===== src/bafl_pkg.sv =====
// Shared types, constants and helpers of the bump allocator with first-fit free list.
package bafl_pkg;

   localparam int DATA_BITS      = 32;
   localparam int PTR_BITS       = 33;
   localparam int CMP_BITS       = 35;
   localparam int STATUS_BITS    = 3;
   localparam int CSR_INDEX_BITS = 8;
   localparam int MAX_BLOCKS_DEF = 64;
   localparam int HEADER_BYTES   = 24;
   localparam int ADDR_BITS      = 32;

   localparam logic [DATA_BITS-1:0] ALIGN_MASK  = 32'd7;
   localparam logic [DATA_BITS-1:0] HEADER_ADDR = DATA_BITS'(HEADER_BYTES);
   localparam logic [CMP_BITS-1:0]  HEADER_CMP  = CMP_BITS'(HEADER_BYTES);
   localparam logic [CMP_BITS-1:0]  ADDR_TOP    = (ADDR_BITS >= 32) ?
                                                  (CMP_BITS'(1) << 32) :
                                                  (CMP_BITS'(1) << ADDR_BITS);

   typedef logic [STATUS_BITS-1:0] status_type;

   localparam status_type ST_OK      = 3'd0;
   localparam status_type ST_ZERO    = 3'd1;
   localparam status_type ST_OOM     = 3'd2;
   localparam status_type ST_DOUBLE  = 3'd3;
   localparam status_type ST_NULL    = 3'd4;
   localparam status_type ST_UNKNOWN = 3'd5;

   localparam logic OP_ALLOC = 1'b0;
   localparam logic OP_FREE  = 1'b1;

   localparam logic [CSR_INDEX_BITS-1:0] CSR_HEAP_START = 8'd0;
   localparam logic [CSR_INDEX_BITS-1:0] CSR_HEAP_BYTES = 8'd1;

   // Address and rounded size of one heap block.
   typedef struct packed {
      logic [DATA_BITS-1:0] addr;
      logic [DATA_BITS-1:0] size;
   } blk_type;

   typedef struct packed {
      logic eq;
      logic ge;
   } cmp_res_type;

   // Round up to a multiple of 8; the carry is kept in the top bit.
   function automatic logic [PTR_BITS-1:0] align8(input logic [DATA_BITS-1:0] x);
      return ({1'b0, x} + {1'b0, ALIGN_MASK}) & ~{1'b0, ALIGN_MASK};
   endfunction

endpackage


===== src/bafl_cmp.sv =====
// Shared magnitude and equality comparator used by every scan step of the allocator.
module bafl_cmp (
   input  logic [bafl_pkg::CMP_BITS-1:0] lhs,
   input  logic [bafl_pkg::CMP_BITS-1:0] rhs,
   output bafl_pkg::cmp_res_type         res
);
   import bafl_pkg::*;

   assign res.eq = (lhs == rhs);
   assign res.ge = (lhs >= rhs);

endmodule


===== config.mk =====
export PLATFORM = sky130hd
export DESIGN_NAME = bafl_cmp
export DESIGN_NICKNAME = d
export VERILOG_FILES = /design/src/bafl_pkg.sv /design/src/bafl_cmp.sv
export SDC_FILE = /design/constraint.sdc
export NUM_CORES = 1
export LEC_CHECK = 0
export BUFFER_PORTS_ARGS = -buffer_cell sky130_fd_sc_hd__buf_2
export CAP_MARGIN = 10
export CORE_MARGIN = 1
export CORE_UTILIZATION = 42
export DETAILED_ROUTE_END_ITERATION = 8
export PLACE_DENSITY_LB_ADDON = 0.1
export REMOVE_ABC_BUFFERS = 1
export SYNTH_ARGS = -nofsm -noshare
export SYNTH_HDL_FRONTEND = slang
export SYNTH_SLANG_ARGS = --single-unit

===== constraint.sdc =====
create_clock -name vclk -period 2.5
set_input_delay 0.625 -clock vclk [all_inputs]
set_output_delay 0.625 -clock vclk [all_outputs]
set_load 0.03 [all_outputs]

==> flow_summary_export.csv <==
group,metric,value,unit
sta,tightest_slew,0.227,ns
grt,grt_usage,0.230,
sta,rsz0062_at_grt,"true",
sta,hold_viol_final,0,
sta,maxSlewViolCount,0,
synthesis,synthTopCellsByArea,"ha_1 49%, inv_1 16%, a21oi_1 7.3%, a21o_1 4.2%, nand4_1 4.2%",
layout,seq_area,0,um2
power_and_ir_drop,power.share.clock,0,
synthesis,syn_avg_cell_area,7.15,um2
worst_setup_path,path_cells,"buf_6 -> inv_4 -> ha_4 -> nand4_1 -> nor3_2 -> nand4_1 -> nor4_2 -> buf_4",
placed_design,dpl_cell_area,1330,um2
synthesis,yosysTopAreaCell,"ha_1",
sta,layout_setup_ws,-0.0690,ns
grt,grt_start_max_net_pins,4,
floorplanning,row_count,16,
drt,drtPass1Iterations,4,
synthesis,ys_warn_count,0,
worst_setup_path,cp.arrival,1.94,ns
layout,final.clkbuf_count,0,
drt,route.detailed.wl_per_inst,11.3,um
power_and_ir_drop,irDropWorstVdd,0.113,mV
layout,final_area,1650,um2
worst_setup_path,cp-start-kind,"input port",
worst_setup_path,cp_num_buf_inv,3,
worst_hold_path,hp-class,"in2out",
power_and_ir_drop,p_leak,0.000924,uW
placed_design,dpl.hpwl,1910,um
layout,drive_gt1_frac,0.578,
synthesis,synthDistinctLibCells,22,
drt,vias,1150,
drt,antenna_left,0,
worst_setup_path,critPathTopFamily,"simple AND/OR/NAND/NOR gates",
layout,finish.net_count,313,
sta,clock.fmax,389,MHz
sta,fin_crit,2.57,ns
outcome,violations,"setup timing",
power_and_ir_drop,swShare,0.444,
floorplanning,boundaryPins,72,
outcome,run_status,"finished with violations",
placed_design,port_buffers,72,
floorplanning,core-area,1980,um2
floorplanning,die_w,48.0,um
power_and_ir_drop,p_int,144,uW
placed_design,gp_congestion,0.739,
floorplanning,initial_core_util,0.448,
grt,grt.overflow.total,0,
power_and_ir_drop,p_switching,115,uW
synthesis,synth_top_area_frac,0.494,
sta,setup_viol,2,
drt,drt_iter0_drc,7,
layout,seq_cell_count,0,
drt,remaining_drc_errors,0,
sta,hold_ws,1.76,ns
worst_setup_path,slowest_stage,"ha_4",
synthesis,synth_seq_area_share,0,
worst_setup_path,crit_path_end_kind,"output port",
synthesis,synth_area,887,um2
power_and_ir_drop,pwr-share-comb,1.000,
floorplanning,die_h,48.0,um
drt,finalWirelength,2630,um
floorplanning,die_area,2300,um2
grt,grt_first_pass_wirelength,3840,um
grt,grt_pass1_vias,1026,
layout,area_delta_synth_final,86.2,%
layout,antennaDiodeCount,0,
worst_setup_path,critPathMostFrequentCell,"nand4_1",
worst_setup_path,path_class,"in2out",
worst_setup_path,crit_fanout,2,
synthesis,synthCells,124,
power_and_ir_drop,power_density,156,nW/um2
worst_setup_path,required,1.88,ns
sta,finalSetupTns,-0.138,ns
run,maxCapViolCount,0,
sta,finalCritPeriodShare,1.03,
power_and_ir_drop,power_frac_seq,0,
drt,viasPerCell,4.94,
worst_setup_path,max_stage_delay,0.25,ns
grt,antenna_found_initial,0,
layout,fill_cells,118,
sta,slew_headroom,0.848,
## placed cells by master, fill, tap and decap left out, types with 2 or more instances in the layout
master   synthesis  layout
a21o_1           5       5
a21oi_1         13      11
a21oi_2          0       2
buf_2            0      60
buf_4            0      12
buf_6            0      10
ha_1            35      20
ha_4             0      15
inv_1           37      26
inv_2            0       8
inv_4            0       3
nand2_1          7       5
nand2_2          0       2
nand3_1          5       5
nand4_1          6       6
## kinds of logic after synthesis
kind of cell               Yosys count  share of synthesized area
buffers and inverters               37                      0.157
adders and majority gates           35                      0.494
AOI/OAI and AO/OA                   27                      0.190
and+or+nand+nor                     25                      0.159
## cell type report
type / instances / area (um2) / share of cell area
Timing Repair Buffer: 82 / 503 / 0.305
Tap cell: 27 / 33.8 / 0.0205
Inverter: 37 / 146 / 0.0886
Multi-Input combinational cell: 87 / 968 / 0.586
## metal layers
metal / vias to the layer above / track usage / part of all wire
met5: - / 0 / 0
met4: 0 / 0.0167 / 0.014
met3: 4 / 0.00377 / 0.038
met2: 44 / 0.497 / 0.55
met1: 507 / 0.248 / 0.40
li1: 595 / - / -
## through the flow
step / power, uW / util / cells / setup slack [ns]
3_5_place_dp: 189 / 0.669 / 229 / -0.213
3_3_place_gp: 180 / 0.669 / 229 / -0.168
6_report: 258 / 0.833 / 233 / -0.0690
5_1_grt: 288 / 0.833 / 233 / -0.219
2_1_floorplan: 104 / - / 124 / -0.203
4_1_cts: 247 / 0.830 / 232 / -0.0515
## cells in the mapped netlist, drive strengths merged
cell and instances:
nand2 7, o221ai 1, o21ai 2, nand2b 1
nor4 1, ha 35, nor2 2, inv 37
a221oi 1, a211oi 2, nor3 2, and4 1
o21a 1, nand3 5, o211ai 1, a21oi 13
nand4 6, a2bb2oi 1, a21o 5
## what timing repair did
item / in CTS / in global routing
endpoints found under the setup margin: 2 / 2
hold endpoints to repair: 0 / 0
resized for setup: 49 / 0
hold buffers: 0 / 0
pin swaps: 23 / 2
buffers inserted: 3 / 1
## path summary, 6_finish.rpt
check                from  endpoint  slack [ns]  cells after the start
hold / removal    lhs[34]    res[0]        1.76                      5
setup / recovery  rhs[26]    res[1]       -0.07                      8
## power by group through the flow
stage / Sequential [uW] / Combinational, uW / Clock [uW]
6_report: 0 / 258 / 0
5_1_grt: 0 / 288 / 0
4_1_cts: 0 / 247 / 0
3_5_place_dp: 0 / 189 / 0
3_3_place_gp: 0 / 180 / 0
2_1_floorplan: 0 / 104 / 0
Note: power is estimated with default switching activity, not from simulation.
